## src/hw/rtl/ash_fd_pkg.sv

```systemverilog
// Types, constants and the CRC step for the frame decoder.
// No dependencies; used by all decoder modules but the RAM.
`timescale 1ns / 1ps

package ash_fd_pkg;

   localparam logic [7:0]  FLAG_BYTE = 8'h7E;
   localparam logic [7:0]  ESC_BYTE  = 8'h7D;
   localparam logic [7:0]  ESC_XOR   = 8'h20;
   localparam logic [15:0] CRC_POLY  = 16'h1021;
   localparam logic [15:0] CRC_INIT  = 16'hFFFF;

   localparam int RAW_W  = 10;
   localparam int PLEN_W = 6;
   localparam int CAP_W  = 6;

   localparam logic [RAW_W-1:0] RAW_SAT   = 10'd1023;
   localparam logic [CAP_W-1:0] CAP_RESET = 6'd32;

   // register index taken from address bit 2
   localparam logic REG_CAPACITY = 1'b0;

   typedef enum logic [2:0] {
      STATUS_OK    = 3'd0,
      STATUS_ESC   = 3'd1,
      STATUS_LONG  = 3'd2,
      STATUS_SHORT = 3'd3,
      STATUS_CRC   = 3'd4,
      STATUS_CAP   = 3'd5
   } status_type;

   // one finished frame handed from the front to the back
   typedef struct packed {
      logic              bank;
      status_type        status;
      logic [PLEN_W-1:0] plen;
      logic [RAW_W-1:0]  raw;
   } desc_type;

   function automatic logic [15:0] crc_feed(input logic [15:0] crc, input logic [7:0] b);
      logic [15:0] c;
      c = crc ^ {b, 8'h00};
      for (int k = 0; k < 8; k++) begin
         if (c[15]) begin
            c = {c[14:0], 1'b0} ^ CRC_POLY;
         end else begin
            c = {c[14:0], 1'b0};
         end
      end
      return c;
   endfunction

endpackage

```

## src/hw/rtl/ash_fd_ram.sv

```systemverilog
// Generic single-write, single-read RAM with registered read data.
// No dependencies.
`timescale 1ns / 1ps

module ash_fd_ram #(
   parameter int WIDTH = 8,
   parameter int DEPTH = 128
) (
   input  logic                     clock,
   input  logic                     we,
   input  logic [$clog2(DEPTH)-1:0] waddr,
   input  logic [WIDTH-1:0]         wdata,
   input  logic                     re,
   input  logic [$clog2(DEPTH)-1:0] raddr,
   output logic [WIDTH-1:0]         rdata
);

   logic [WIDTH-1:0] mem [DEPTH];
   logic [WIDTH-1:0] rdata_ff;

   always_ff @(posedge clock) begin
      if (we) begin
         mem[waddr] <= wdata;
      end
      if (re) begin
         rdata_ff <= mem[raddr];
      end
   end

   assign rdata = rdata_ff;

endmodule

```

## src/hw/rtl/ash_fd_front.sv

```systemverilog
// Front end: unstuffs raw bytes, runs the CRC, writes the frame bank, classifies at the flag.
// Depends on ash_fd_pkg.
`timescale 1ns / 1ps

module ash_fd_front #(
   parameter int MAX_PAYLOAD = 32
) (
   input  logic                                    clock,
   input  logic                                    reset,
   input  logic                                    req_valid,
   input  logic [7:0]                              req_raw_byte,
   output logic                                    req_stall,
   input  logic [ash_fd_pkg::CAP_W-1:0]            capacity,
   output logic                                    ram_we,
   output logic [$clog2(MAX_PAYLOAD+3):0]          ram_waddr,
   output logic [7:0]                              ram_wdata,
   output logic                                    q_push,
   output ash_fd_pkg::desc_type                    q_data,
   input  logic                                    frame_done
);

   localparam int STORE_DEPTH = MAX_PAYLOAD + 3;
   localparam int IW = $clog2(STORE_DEPTH);
   localparam int CW = $clog2(STORE_DEPTH + 1);
   localparam int CMP_W = (CW > ash_fd_pkg::CAP_W) ? CW : ash_fd_pkg::CAP_W;

   logic [CW-1:0]                   count_ff, count_in;
   logic                            esc_ff, esc_in;
   logic                            ovf_ff, ovf_in;
   logic [ash_fd_pkg::RAW_W-1:0]    raw_ff, raw_in, raw_next;
   logic [15:0]                     crc_ff, crc_in;
   logic [7:0]                      last1_ff, last1_in, last2_ff, last2_in;
   logic                            bank_ff, bank_in;
   logic [1:0]                      frames_ff, frames_in;
   logic                            accept;
   logic [7:0]                      byte_dec;
   logic [CW-1:0]                   plen_full;
   ash_fd_pkg::status_type          status;

   // both banks hold frames not yet drained
   assign req_stall = (frames_ff == 2'd2);
   assign accept    = req_valid && !req_stall;

   assign raw_next  = (raw_ff == ash_fd_pkg::RAW_SAT) ? raw_ff : raw_ff + 1'b1;
   assign byte_dec  = esc_ff ? (req_raw_byte ^ ash_fd_pkg::ESC_XOR) : req_raw_byte;
   assign plen_full = count_ff - CW'(3);

   always_comb begin
      if (ovf_ff) begin
         status = ash_fd_pkg::STATUS_LONG;
      end else if (esc_ff) begin
         status = ash_fd_pkg::STATUS_ESC;
      end else if (count_ff < CW'(3)) begin
         status = ash_fd_pkg::STATUS_SHORT;
      end else if ({last2_ff, last1_ff} != crc_ff) begin
         status = ash_fd_pkg::STATUS_CRC;
      end else if (CMP_W'(plen_full) > CMP_W'(capacity)) begin
         status = ash_fd_pkg::STATUS_CAP;
      end else begin
         status = ash_fd_pkg::STATUS_OK;
      end
   end

   always_comb begin
      q_data.bank   = bank_ff;
      q_data.status = status;
      q_data.plen   = (status == ash_fd_pkg::STATUS_OK) ?
                      ash_fd_pkg::PLEN_W'(plen_full) : '0;
      q_data.raw    = raw_next;
   end

   always_comb begin
      count_in  = count_ff;
      esc_in    = esc_ff;
      ovf_in    = ovf_ff;
      raw_in    = raw_ff;
      crc_in    = crc_ff;
      last1_in  = last1_ff;
      last2_in  = last2_ff;
      bank_in   = bank_ff;
      ram_we    = 1'b0;
      q_push    = 1'b0;
      ram_waddr = {bank_ff, count_ff[IW-1:0]};
      ram_wdata = byte_dec;
      if (accept) begin
         raw_in = raw_next;
         if (req_raw_byte == ash_fd_pkg::FLAG_BYTE) begin
            // close the frame and start over in the other bank
            q_push   = 1'b1;
            count_in = '0;
            esc_in   = 1'b0;
            ovf_in   = 1'b0;
            raw_in   = '0;
            crc_in   = ash_fd_pkg::CRC_INIT;
            bank_in  = ~bank_ff;
         end else if (req_raw_byte == ash_fd_pkg::ESC_BYTE && !esc_ff) begin
            esc_in = 1'b1;
         end else begin
            esc_in = 1'b0;
            if (ovf_ff || count_ff >= CW'(STORE_DEPTH)) begin
               ovf_in = 1'b1;
            end else begin
               ram_we   = 1'b1;
               // CRC trails the store by two bytes
               if (count_ff >= CW'(2)) begin
                  crc_in = ash_fd_pkg::crc_feed(crc_ff, last2_ff);
               end
               last2_in = last1_ff;
               last1_in = byte_dec;
               count_in = count_ff + 1'b1;
            end
         end
      end
   end

   assign frames_in = frames_ff + {1'b0, q_push} - {1'b0, frame_done};

   always_ff @(posedge clock) begin
      if (reset) begin
         count_ff  <= '0;
         esc_ff    <= 1'b0;
         ovf_ff    <= 1'b0;
         raw_ff    <= '0;
         crc_ff    <= ash_fd_pkg::CRC_INIT;
         bank_ff   <= 1'b0;
         frames_ff <= '0;
      end else begin
         count_ff  <= count_in;
         esc_ff    <= esc_in;
         ovf_ff    <= ovf_in;
         raw_ff    <= raw_in;
         crc_ff    <= crc_in;
         bank_ff   <= bank_in;
         frames_ff <= frames_in;
      end
      last1_ff <= last1_in;
      last2_ff <= last2_in;
   end

endmodule

```

## src/hw/rtl/ash_fd_queue.sv

```systemverilog
// Two-entry queue of frame descriptors between the front and back ends.
// Depends on ash_fd_pkg.
`timescale 1ns / 1ps

module ash_fd_queue (
   input  logic                 clock,
   input  logic                 reset,
   input  logic                 push,
   input  ash_fd_pkg::desc_type push_data,
   input  logic                 pop,
   output ash_fd_pkg::desc_type head,
   output logic                 empty
);

   ash_fd_pkg::desc_type entries_ff [2];
   logic                 wptr_ff, wptr_in;
   logic                 rptr_ff, rptr_in;
   logic [1:0]           count_ff, count_in;

   assign empty   = (count_ff == 2'd0);
   assign head    = entries_ff[rptr_ff];
   assign wptr_in = push ? ~wptr_ff : wptr_ff;
   assign rptr_in = pop ? ~rptr_ff : rptr_ff;
   assign count_in = count_ff + {1'b0, push} - {1'b0, pop};

   always_ff @(posedge clock) begin
      if (reset) begin
         wptr_ff  <= 1'b0;
         rptr_ff  <= 1'b0;
         count_ff <= '0;
      end else begin
         wptr_ff  <= wptr_in;
         rptr_ff  <= rptr_in;
         count_ff <= count_in;
      end
      if (push) begin
         entries_ff[wptr_ff] <= push_data;
      end
   end

endmodule

```

## src/hw/rtl/ash_fd_back.sv

```systemverilog
// Back end: drains one frame descriptor at a time into the result register.
// Depends on ash_fd_pkg; reads the frame bank through the decoder RAM.
`timescale 1ns / 1ps

module ash_fd_back #(
   parameter int MAX_PAYLOAD = 32
) (
   input  logic                                clock,
   input  logic                                reset,
   input  logic                                q_empty,
   input  ash_fd_pkg::desc_type                q_head,
   output logic                                q_pop,
   output logic                                ram_re,
   output logic [$clog2(MAX_PAYLOAD+3):0]      ram_raddr,
   input  logic [7:0]                          ram_rdata,
   output logic                                frame_done,
   output logic                                rsp_valid,
   input  logic                                rsp_stall,
   output logic [7:0]                          rsp_out_byte,
   output logic                                rsp_is_control,
   output logic                                rsp_last,
   output logic [2:0]                          rsp_status,
   output logic [ash_fd_pkg::PLEN_W-1:0]       rsp_payload_len,
   output logic [ash_fd_pkg::RAW_W-1:0]        rsp_raw_consumed
);

   localparam int STORE_DEPTH = MAX_PAYLOAD + 3;
   localparam int IW = $clog2(STORE_DEPTH);
   localparam int CW = $clog2(STORE_DEPTH + 1);

   typedef enum logic [1:0] {
      S_IDLE,
      S_READ,
      S_EMIT,
      S_ERR
   } state_type;

   state_type                       state_ff, state_in;
   ash_fd_pkg::desc_type            desc_ff, desc_in;
   logic [CW-1:0]                   idx_ff, idx_in;
   logic                            valid_ff, valid_in;
   logic [7:0]                      byte_ff, byte_in;
   logic                            ctl_ff, ctl_in;
   logic                            last_ff, last_in;
   logic [2:0]                      status_ff, status_in;
   logic [ash_fd_pkg::PLEN_W-1:0]   plen_ff, plen_in;
   logic [ash_fd_pkg::RAW_W-1:0]    raw_ff, raw_in;
   logic                            out_free;
   logic                            is_last;

   assign out_free  = !valid_ff || !rsp_stall;
   assign is_last   = (idx_ff == CW'(desc_ff.plen));
   assign ram_raddr = {desc_ff.bank, idx_ff[IW-1:0]};

   always_comb begin
      state_in   = state_ff;
      desc_in    = desc_ff;
      idx_in     = idx_ff;
      valid_in   = valid_ff && rsp_stall;
      byte_in    = byte_ff;
      ctl_in     = ctl_ff;
      last_in    = last_ff;
      status_in  = status_ff;
      plen_in    = plen_ff;
      raw_in     = raw_ff;
      q_pop      = 1'b0;
      ram_re     = 1'b0;
      frame_done = 1'b0;
      case (state_ff)
         S_IDLE: begin
            if (!q_empty) begin
               q_pop   = 1'b1;
               desc_in = q_head;
               idx_in  = '0;
               state_in = (q_head.status == ash_fd_pkg::STATUS_OK) ? S_READ : S_ERR;
            end
         end
         S_READ: begin
            ram_re   = 1'b1;
            state_in = S_EMIT;
         end
         S_EMIT: begin
            if (out_free) begin
               valid_in  = 1'b1;
               byte_in   = ram_rdata;
               ctl_in    = (idx_ff == '0);
               last_in   = is_last;
               status_in = ash_fd_pkg::STATUS_OK;
               plen_in   = desc_ff.plen;
               raw_in    = desc_ff.raw;
               if (is_last) begin
                  // bank is free once its last byte is read out
                  frame_done = 1'b1;
                  state_in   = S_IDLE;
               end else begin
                  idx_in   = idx_ff + 1'b1;
                  state_in = S_READ;
               end
            end
         end
         S_ERR: begin
            if (out_free) begin
               valid_in   = 1'b1;
               byte_in    = '0;
               ctl_in     = 1'b0;
               last_in    = 1'b1;
               status_in  = desc_ff.status;
               plen_in    = '0;
               raw_in     = desc_ff.raw;
               frame_done = 1'b1;
               state_in   = S_IDLE;
            end
         end
         default: begin
            state_in = S_IDLE;
         end
      endcase
   end

   always_ff @(posedge clock) begin
      if (reset) begin
         state_ff <= S_IDLE;
         valid_ff <= 1'b0;
      end else begin
         state_ff <= state_in;
         valid_ff <= valid_in;
      end
      desc_ff   <= desc_in;
      idx_ff    <= idx_in;
      byte_ff   <= byte_in;
      ctl_ff    <= ctl_in;
      last_ff   <= last_in;
      status_ff <= status_in;
      plen_ff   <= plen_in;
      raw_ff    <= raw_in;
   end

   assign rsp_valid        = valid_ff;
   assign rsp_out_byte     = byte_ff;
   assign rsp_is_control   = ctl_ff;
   assign rsp_last         = last_ff;
   assign rsp_status       = status_ff;
   assign rsp_payload_len  = plen_ff;
   assign rsp_raw_consumed = raw_ff;

endmodule

```

## src/hw/rtl/ash_frame_decoder_top.sv

```systemverilog
// Channel  | Direction | Handshake          | Payload
// req      | in        | req_valid/stall    | raw_byte
// rsp      | out       | rsp_valid/stall    | out_byte, is_control, last, status,
//          |           |                    | payload_len, raw_consumed
// csr      | in        | APB psel/penable   | payload_capacity at byte address 0
//
// The front takes one raw byte per cycle while a frame bank is free; req_stall rises
// while both banks hold frames whose bytes are not yet all read out of the RAM.
// For each good-frame result the back reads the RAM, then loads the result; each frame also passes
// through idle, and an error frame loads its result from the error state; the RAM read port is registered.
// Synchronous reset clears all control state; no clearing pass.
// A stalled result holds in the output register while the front keeps accepting until both banks are full.
// Depends on ash_fd_pkg, ash_fd_front, ash_fd_queue, ash_fd_back, ash_fd_ram.
`timescale 1ns / 1ps

module ash_frame_decoder_top #(
   parameter int MAX_PAYLOAD = 32
) (
   input  logic                              clock,
   input  logic                              reset,
   input  logic                              req_valid,
   output logic                              req_stall,
   input  logic [7:0]                        req_raw_byte,
   output logic                              rsp_valid,
   input  logic                              rsp_stall,
   output logic [7:0]                        rsp_out_byte,
   output logic                              rsp_is_control,
   output logic                              rsp_last,
   output logic [2:0]                        rsp_status,
   output logic [ash_fd_pkg::PLEN_W-1:0]     rsp_payload_len,
   output logic [ash_fd_pkg::RAW_W-1:0]      rsp_raw_consumed,
   input  logic                              csr_psel,
   input  logic                              csr_penable,
   input  logic                              csr_pwrite,
   input  logic [2:0]                        csr_paddr,
   input  logic [31:0]                       csr_pwdata,
   output logic [31:0]                       csr_prdata,
   output logic                              csr_pready
);

   localparam int STORE_DEPTH = MAX_PAYLOAD + 3;
   localparam int AW = $clog2(STORE_DEPTH) + 1;

   logic [ash_fd_pkg::CAP_W-1:0] cap_ff, cap_in;
   logic                         csr_write;
   logic                         ram_we;
   logic [AW-1:0]                ram_waddr;
   logic [7:0]                   ram_wdata;
   logic                         ram_re;
   logic [AW-1:0]                ram_raddr;
   logic [7:0]                   ram_rdata;
   logic                         q_push;
   logic                         q_pop;
   logic                         q_empty;
   ash_fd_pkg::desc_type         q_data;
   ash_fd_pkg::desc_type         q_head;
   logic                         frame_done;

   assign csr_pready = 1'b1;
   assign csr_write  = csr_psel && csr_penable && csr_pwrite && csr_pready;
   assign cap_in     = (csr_write && csr_paddr[2] == ash_fd_pkg::REG_CAPACITY) ?
                       csr_pwdata[ash_fd_pkg::CAP_W-1:0] : cap_ff;
   assign csr_prdata = (csr_paddr[2] == ash_fd_pkg::REG_CAPACITY) ? 32'(cap_ff) : '0;

   always_ff @(posedge clock) begin
      if (reset) begin
         cap_ff <= ash_fd_pkg::CAP_RESET;
      end else begin
         cap_ff <= cap_in;
      end
   end

   ash_fd_front #(
      .MAX_PAYLOAD (MAX_PAYLOAD)
   ) u_front (
      .clock        (clock),
      .reset        (reset),
      .req_valid    (req_valid),
      .req_raw_byte (req_raw_byte),
      .req_stall    (req_stall),
      .capacity     (cap_ff),
      .ram_we       (ram_we),
      .ram_waddr    (ram_waddr),
      .ram_wdata    (ram_wdata),
      .q_push       (q_push),
      .q_data       (q_data),
      .frame_done   (frame_done)
   );

   ash_fd_queue u_queue (
      .clock     (clock),
      .reset     (reset),
      .push      (q_push),
      .push_data (q_data),
      .pop       (q_pop),
      .head      (q_head),
      .empty     (q_empty)
   );

   ash_fd_ram #(
      .WIDTH (8),
      .DEPTH (1 << AW)
   ) u_ram (
      .clock (clock),
      .we    (ram_we),
      .waddr (ram_waddr),
      .wdata (ram_wdata),
      .re    (ram_re),
      .raddr (ram_raddr),
      .rdata (ram_rdata)
   );

   ash_fd_back #(
      .MAX_PAYLOAD (MAX_PAYLOAD)
   ) u_back (
      .clock            (clock),
      .reset            (reset),
      .q_empty          (q_empty),
      .q_head           (q_head),
      .q_pop            (q_pop),
      .ram_re           (ram_re),
      .ram_raddr        (ram_raddr),
      .ram_rdata        (ram_rdata),
      .frame_done       (frame_done),
      .rsp_valid        (rsp_valid),
      .rsp_stall        (rsp_stall),
      .rsp_out_byte     (rsp_out_byte),
      .rsp_is_control   (rsp_is_control),
      .rsp_last         (rsp_last),
      .rsp_status       (rsp_status),
      .rsp_payload_len  (rsp_payload_len),
      .rsp_raw_consumed (rsp_raw_consumed)
   );

endmodule

```

## config.mk

```make
export PLATFORM = sky130hd
export DESIGN_NAME = ash_frame_decoder_top
export DESIGN_NICKNAME = d
export VERILOG_FILES = /design/src/hw/rtl/ash_fd_pkg.sv /design/src/hw/rtl/ash_fd_ram.sv /design/src/hw/rtl/ash_fd_front.sv /design/src/hw/rtl/ash_fd_queue.sv /design/src/hw/rtl/ash_fd_back.sv /design/src/hw/rtl/ash_frame_decoder_top.sv
export SDC_FILE = /design/constraint.sdc
export NUM_CORES = 1
export LEC_CHECK = 0
export ABC_AREA = 1
export BUFFER_PORTS_ARGS = -buffer_cell sky130_fd_sc_hd__buf_2
export CORE_MARGIN = 1.5
export CORE_UTILIZATION = 39
export DETAILED_ROUTE_END_ITERATION = 10
export HOLD_SLACK_MARGIN = 0.1
export SETUP_SLACK_MARGIN = 0.15
export SYNTH_ARGS = -nofsm -noshare
export SYNTH_HDL_FRONTEND = slang
export SYNTH_SLANG_ARGS = --single-unit
```

## constraint.sdc

```tcl
create_clock -name clock -period 6.5 [get_ports clock]
set_input_delay 0.325 -clock clock [delete_from_list [all_inputs] [get_ports clock]]
set_output_delay 0.325 -clock clock [all_outputs]
set_load 0.02 [all_outputs]
```

==> impl_metrics.csv, run 1 <==
group,metric,value,unit
timing,period_share,64.9,%
floorplanning,coreArea,129000,um^2
worst_setup_path,cp.arrival,4.54,ns
worst_hold_path,hp-class,"in -> reg",
cts,clockBufferDepth,3,
status,outcome,"finished, final reports clean",
timing,tns,0,ns
place,dp_hpwl,63.7,mm
synth,synth_seq_cells,1194,
drt,ant_nets,0,
worst_setup_path,cp-end-kind,"register",
grt,grt_max_degree,173,
floorplanning,num_rows,132,
place,gp_congestion,0.812,
drt,dr.pass1.iters,5,
floorplanning,die_area,132000,um^2
timing,hold_viol,0,
power,ir_worst_vdd,0.409,mV
worst_setup_path,worstSetupPathType,"in -> reg",
grt,grt.total_usage,17.4,%
timing,max_freq,0.237,GHz
synth,ys_types,44,
run,drv_cap,0,
worst_setup_path,critPathLaunchType,"input pin",
power,power.leakage,24.4,nW
cts,cts_tree,"done",
worst_setup_path,r2r_setup_slack,2.69,ns
drt,routed_wl,115,mm
floorplanning,start_util,39.2,%
worst_setup_path,required,6.82,ns
grt,grt_pass1_vias,31100,
power,cellPowerDensity,395,nW/um^2
timing,tightest_slew,1.03,ns
grt,grt_pass1_wl,177,mm
final_layout,areaGrowthSynthToFinish,14.7,%
cts,clk_latency,0.71,ns
drt,vias,33200,
grt,antenna_found_initial,1,
timing,drv_slew,0,
cts,cts_num_sinks,1194,
drt,drtIter0Drc,2894,
synth,ys_seq_area_share,69.7,%
drt,post_drt_via_cell_ratio,4.62,
synth,syn_inst,4885,
final_layout,stdcell_count,7185,
floorplanning,pin_count,114,
worst_setup_path,path_max_fanout,43,
synth,syn_area,50700,um^2
place,dpl.cell_count,6948,
floorplanning,fp.dieH,364,um
grt,grt_overflow,0,
cts,post_cts_buffers,0,
final_layout,drive_gt1_share,5.49,%
synth,yosysWarnings,0,
synth,syn_area_per_cell,10.4,um^2
final_layout,insertedDiodeCount,0,
final_layout,final_cell_mix,"1761 x nand2_1, 1143 x edfxtp_1, 480 x nor2_1, 478 x inv_1, 475 x conb_1",
timing,finClkSkew,0.0285,ns
final_layout,fin_nets,5407,
place,numPortBuffers,58,
final_layout,final_common_cell,"nand2_1",
drt,drc,0,
final_layout,nFillCells,12200,
worst_setup_path,cp-endpoint,"u_ram.mem[87][6]",
cts,root_buffer,"clkbuf_16",
drt,post_drt_wl_per_cell,16.1,um
worst_setup_path,startpoint,"req_raw_byte[7]",
cts,ctsResizeCount,0,
worst_setup_path,r2r_end,"u_ram.mem[87][6]",
worst_setup_path,reg2reg_depth,9,
timing,fin_crit,4.22,ns
timing,setup_viol,0,
cts,htreeDepth,3,
cts,cts_hold_buf,14,
worst_setup_path,regToRegStartpoint,"u_front.count_ff[0]",
timing,rsz0062_at_grt,"false",
cts,cts_inserted_buffers,120,
floorplanning,die_x,364,um
timing,slew_headroom,31.1,%
cts,path_clk_slew,0.06,ns
where the power goes:
| group | switching (W) | internal [W] | total (W) |
|---|---|---|---|
| Combinational | 0.00517 | 0.00187 | 0.00704 |
| Sequential | 0.000238 | 0.00900 | 0.00924 |
| Clock | 0.00286 | 0.00383 | 0.00669 |
| Total | 0.00827 | 0.0147 | 0.0230 |
synth_stat cells:
cell type | number | share of area (%)
ha_1 | 15 | 0.37
clkbuf_1 | 90 | 0.67
nand4_2 | 1 | 0.025
and3_1 | 1 | 0.012
inv_2 | 5 | 0.037
nor4_1 | 4 | 0.049
nor3_1 | 10 | 0.099
a211oi_1 | 1 | 0.015
nand4_1 | 7 | 0.086
xor2_1 | 16 | 0.28
nor2_4 | 2 | 0.044
buf_1 | 30 | 0.22
nor2_2 | 2 | 0.025
buf_2 | 84 | 0.83
buf_4 | 43 | 0.64
buf_6 | 2 | 0.044
a21oi_1 | 105 | 1.0
conb_1 | 2 | 0.015
nand3b_1 | 1 | 0.015
o211ai_1 | 2 | 0.030
nor3_4 | 1 | 0.032
clkinv_4 | 1 | 0.017
or2_2 | 5 | 0.062
nand3_4 | 4 | 0.14
o21ai_0 | 172 | 1.7
clkinv_2 | 2 | 0.020
o21bai_1 | 1 | 0.015
nand3_1 | 334 | 3.3
o21ai_1 | 1 | 0.0099
clkinv_1 | 4 | 0.030
nand2_2 | 1 | 0.012
inv_1 | 478 | 3.5
xnor2_1 | 12 | 0.21
o41ai_1 | 1 | 0.017
o21ai_2 | 1 | 0.017
nand2_1 | 1761 | 13
o22ai_1 | 2 | 0.025
dfxtp_1 | 51 | 2.0
or2_4 | 1 | 0.017
a21boi_0 | 1 | 0.015
edfxtp_1 | 1143 | 68
nand2_4 | 2 | 0.044
a41oi_1 | 1 | 0.017
nor2_1 | 482 | 3.6
critical path, cell delays in order:
cell and delay (ns):
dlygate4sd3_1 0.58, buf_4 0.42, inv_1 0.08, nand4_1 0.08
inv_1 0.08, nand2_1 0.45, nand2_1 0.26, nor2_4 0.59
nand2_1 0.73, nor2_1 0.87
area by class of cell:
| class | count | area (um^2) | share of cell area (%) |
|---|---|---|---|
| inverter | 490 | 1860 | 3.20 |
| sequential | 1194 | 35300 | 60.7 |
| tap | 1742 | 2180 | 3.75 |
| clock buffer | 160 | 3310 | 5.69 |
| clock inverter | 63 | 493 | 0.847 |
| timing repair buffer | 111 | 841 | 1.45 |
| multi-input combinational | 3425 | 14200 | 24.3 |
routing by layer:
layer | vias up | GRT usage, % | wire length [um]
met3 | 200 | 3.00 | 6950
met1 | 15800 | 23.1 | 50400
li1 | 16400 | - | -
met4 | 0 | 6.37 | 3880
met2 | 759 | 28.5 | 54100
met5 | - | 0 | 0
worst min-delay path by stage:
stage / from / to / slack [ns] / cells after the start
6_report: req_raw_byte[4] / u_front.last1_ff[4] / 0.18 / 1
3_3_place_gp: u_back.desc_ff[9] / u_back.rsp_raw_consumed[9] / 0.40 / 0
5_1_grt: req_raw_byte[4] / u_front.last1_ff[4] / 0.19 / 1
4_1_cts: csr_psel / cap_ff[0] / 0.13 / 4
3_5_place_dp: u_back.desc_ff[8] / u_back.rsp_raw_consumed[8] / 0.41 / 0
2_1_floorplan: u_back.desc_ff[0] / u_back.rsp_raw_consumed[0] / 0.40 / 0
per-stage QoR:
stage          instance area, um^2  total power, W  setup slack [ns]  utilization (%)  hold WS, ns
3_3_place_gp                 54200          0.0164              2.11             41.9        0.404
6_report                     58200          0.0230              2.28             45.0        0.184
2_1_floorplan                52500          0.0141              1.93                -        0.400
4_1_cts                      58200          0.0232              2.24             45.0        0.130
3_5_place_dp                 54200          0.0165              2.10             41.9        0.405
5_1_grt                      58200          0.0243              1.94             45.0        0.192
sequential cells by signal, summed over array words and instances (netlist names), 2 cells and up, named ones only:
register                 count
u_back.desc_ff              19
u_queue.entries_ff          40
u_back.rsp_out_byte          8
cap_ff                       6
u_front.last1_ff             8
u_front.raw_ff              10
u_ram.mem                 1024
u_back.state_ff              2
u_back.rsp_raw_consumed     10
u_front.crc_ff              16
u_queue.count_ff             2
u_back.rsp_payload_len       6
u_back.rsp_status            3
u_front.count_ff             6
u_ram.rdata                  8
u_back.idx_ff                6
u_front.frames_ff            2
u_front.last2_ff             8
cells by family (layout without fill, tap and decap cells):
group,Yosys count,in the layout,share of synthesized area (%)
AOI/OAI and AO/OA,288,288,2.89
xor gates and xnor gates,28,28,0.483
adders and majority gates,15,15,0.370
buffers and inverters,739,824,6.04
DFF,1194,1194,69.7
other,2,475,0.0148
and+or+nand+nor,2619,2619,20.5
(Power assumes the default switching activity.)
==> inputs of run 2 (changes only) <==
--- a/config.mk
+++ b/config.mk
@@ -5,7 +5,7 @@
 export SDC_FILE = /design/constraint.sdc
 export NUM_CORES = 1
 export LEC_CHECK = 0
-export ABC_AREA = 1
+export ABC_AREA = 0
 export BUFFER_PORTS_ARGS = -buffer_cell sky130_fd_sc_hd__buf_2
 export CORE_MARGIN = 1.5
 export CORE_UTILIZATION = 39
==> constraint.sdc (replaced) <==
create_clock -name clock -period 4.1 [get_ports clock]
set_input_delay 0.205 -clock clock [delete_from_list [all_inputs] [get_ports clock]]
set_output_delay 0.205 -clock clock [all_outputs]
set_load 0.02 [all_outputs]
==> impl_metrics.csv, run 2 <==
group,metric,value,unit
cts,clk_latency,0.72,ns
worst_setup_path,slowest_delay,0.80,ns
cts,ctsResizeCount,0,
synth,ys_types,74,
floorplanning,pin_count,114,
timing,slew_headroom,35.2,%
worst_setup_path,required,4.42,ns
worst_setup_path,cp_top_family,"simple AND/OR/NAND/NOR gates",
cts,htreeDepth,3,
cts,cts_inserted_buffers,117,
final_layout,nFillCells,10200,
final_layout,fin_nets,3089,
timing,tns,0,ns
timing,max_freq,0.281,GHz
cts,cts_num_sinks,1194,
final_layout,final_common_cell,"edfxtp_1",
floorplanning,coreArea,120000,um^2
synth,yosysWarnings,0,
drt,drc,0,
drt,post_drt_via_cell_ratio,4.99,
synth,synth_area_leaders,"edfxtp_1 73%, mux4_2 12%, dfxtp_1 2.2%",
final_layout,drive_gt1_share,20.6,%
synth,syn_area,47100,um^2
cts,cts_tree,"done",
grt,grt_pass1_wl,154,mm
synth,synth_edf_count,1143,
drt,vias,23600,
worst_setup_path,cp.arrival,3.88,ns
drt,ant_nets,0,
worst_setup_path,startpoint,"u_front.count_ff[1]",
drt,post_drt_wl_per_cell,21.9,um
worst_setup_path,r2r_setup_slack,0.54,ns
timing,fin_crit,3.56,ns
synth,synth_top_area_share,72.8,%
place,numPortBuffers,58,
floorplanning,start_util,39.3,%
grt,antenna_found_initial,4,
power,ir_worst_vdd,0.439,mV
synth,ys_seq_area_share,75.0,%
worst_setup_path,reg2reg_depth,6,
final_layout,largest-register,"u_ram.mem",
timing,rsz0062_at_grt,"false",
synth,yosys_most_used_dff,"edfxtp_1",
place,gp_congestion,0.807,
floorplanning,num_rows,127,
final_layout,stdcell_area,55200,um^2
synth,synthArstFlopShare,0,%
place,place_area,51400,um^2
synth,syn_inst,2387,
worst_setup_path,worstSetupPathType,"reg -> reg",
final_layout,largest_reg_flops,1024,
floorplanning,fp.dieH,351,um
status,outcome,"finished, final reports clean",
cts,root_buffer,"clkbuf_16",
worst_setup_path,cp_num_cells,6,
place,dp_hpwl,66.0,mm
worst_setup_path,path_max_fanout,11,
worst_setup_path,regToRegStartpoint,"u_front.count_ff[1]",
worst_setup_path,slowest_stage,"nor2_1",
final_layout,reg_top3,"u_ram.mem x1024, u_queue.entries_ff x40, u_back.desc_ff x19",
cts,post_cts_buffers,0,
worst_hold_path,hp-class,"in -> reg",
worst_setup_path,crit_chain,"ha_1, or4_4, a21oi_4, o311a_1, nand4b_2, nor2_1",
grt,grt_max_degree,130,
run,drv_cap,0,
worst_setup_path,cp_num_buf_inv,0,
drt,drtIter0Drc,1826,
worst_setup_path,critPathLaunchType,"register",
grt,grt.total_usage,17.1,%
grt,grt_overflow,0,
final_layout,seq_area,35300,um^2
synth,syn_area_per_cell,19.8,um^2
floorplanning,die_x,351,um
grt,grt_pass1_vias,24400,
worst_setup_path,r2r_end,"u_ram.mem[83][5]",
timing,setup_viol,0,
timing,hold_viol,0,
timing,drv_slew,0,
drt,dr.pass1.iters,5,
worst_setup_path,cp-end-kind,"register",
power,power.leakage,19.0,nW
power,cellPowerDensity,615,nW/um^2
synth,ys_top_cells_by_count,"1143 x edfxtp_1, 243 x mux4_2, 163 x nor2_1",
timing,finClkSkew,0.0368,ns
synth,synth.most_common_cell,"edfxtp_1",
final_layout,areaGrowthSynthToFinish,17.1,%
drt,routed_wl,104,mm
timing,tightest_slew,0.972,ns
synth,yosys.area.top_type,"edfxtp_1",
synth,synth_seq_cells,1194,
timing,period_share,86.9,%
place,pre_cts_slack,0.589,ns
timing,postLayoutSetupSlackWorst,0.536,ns
final_layout,final_cell_mix,"1143 x edfxtp_1, 475 x conb_1, 243 x mux4_2, 162 x nor2_1, 118 x clkbuf_16",
cts,clockBufferDepth,3,
cts,path_clk_slew,0.07,ns
floorplanning,die_area,123000,um^2
final_layout,multi_input_area,12500,um^2
worst_setup_path,cp-endpoint,"u_ram.mem[83][5]",
-- run 2: cell type report --
| type | instances | area share, % |
|---|---|---|
| diodes | 1 | 0.00453 |
| multi-input cells | 1494 | 22.7 |
| inverters | 24 | 0.163 |
| flip-flops and latches | 1194 | 64.0 |
| repair buffers | 193 | 2.75 |
| clock inverters | 69 | 1.16 |
| clock buffers | 148 | 5.57 |
| well taps | 1612 | 3.65 |
-- run 2: kinds of logic (layout without fill, tap and decap cells) --
logic type                 after synthesis  count (layout)  share of synthesized area, %
and+or+nand+nor                        386             386                          4.10
xor gates and xnor gates                61              61                          1.13
buffers and inverters                  172             434                          2.25
AOI/OAI and AO/OA                      204             204                          3.11
adders and majority gates               15              15                         0.398
other                                    2             476                        0.0159
DFF                                   1194            1194                          75.0
muxes                                  353             353                          14.0
-- run 2: how the worst min path moves through the flow --
| stage | from | to | slack (ns) | cells past startpoint |
|---|---|---|---|---|
| 5_1_grt | csr_pwrite | cap_ff[4] | 0.16 | 4 |
| 2_1_floorplan | req_raw_byte[0] | u_front.last1_ff[0] | 0.30 | 0 |
| 4_1_cts | csr_pwrite | cap_ff[4] | 0.10 | 4 |
| 3_5_place_dp | u_back.desc_ff[5] | u_back.rsp_raw_consumed[5] | 0.41 | 0 |
| 3_3_place_gp | u_back.desc_ff[9] | u_back.rsp_raw_consumed[9] | 0.41 | 0 |
| 6_report | reset | cap_ff[1] | 0.13 | 2 |
-- run 2: stage by stage --
stage / power [W] / cells / hold slack, ns / utilization [%]
floorplan: 0.0210 / 2860 / 0.304 / -
global placement: 0.0239 / 4504 / 0.408 / 42.8
detailed placement: 0.0240 / 4504 / 0.405 / 42.8
CTS: 0.0344 / 4734 / 0.101 / 46.0
global route: 0.0354 / 4735 / 0.162 / 46.0
finish: 0.0340 / 4735 / 0.131 / 46.0
-- run 2: where the power goes --
| group | leakage (nW) | switching (W) | internal [W] | total (W) |
|---|---|---|---|---|
| Sequential | 11.1 | 0.000341 | 0.0143 | 0.0146 |
| Clock | 1.79 | 0.00455 | 0.00587 | 0.0104 |
| Combinational | 6.12 | 0.00511 | 0.00386 | 0.00897 |
-- run 2: worst reg2reg max path, stage by stage, from the launching register on --
cell and delay, ns:
dfxtp_1 0.42, ha_1 0.34, or4_4 0.49, a21oi_4 0.22, o311a_1 0.32, nand4b_2 0.58
nor2_1 0.80
-- run 2: timing repair --
item | 4_1_cts | 5_1_grt
hold buffers | 13 | 0
endpoints found under the hold margin | 58 | 0
setup endpoints to repair | 0 | 0
-- run 2: layer usage --
metal  up-vias  wire, um  track usage (%)
met1     12300     42900             22.4
met2       674     52400             29.2
met5         -         8                0
met4         2      2650             5.17
li1      10500         -                -
met3       167      5930             2.87
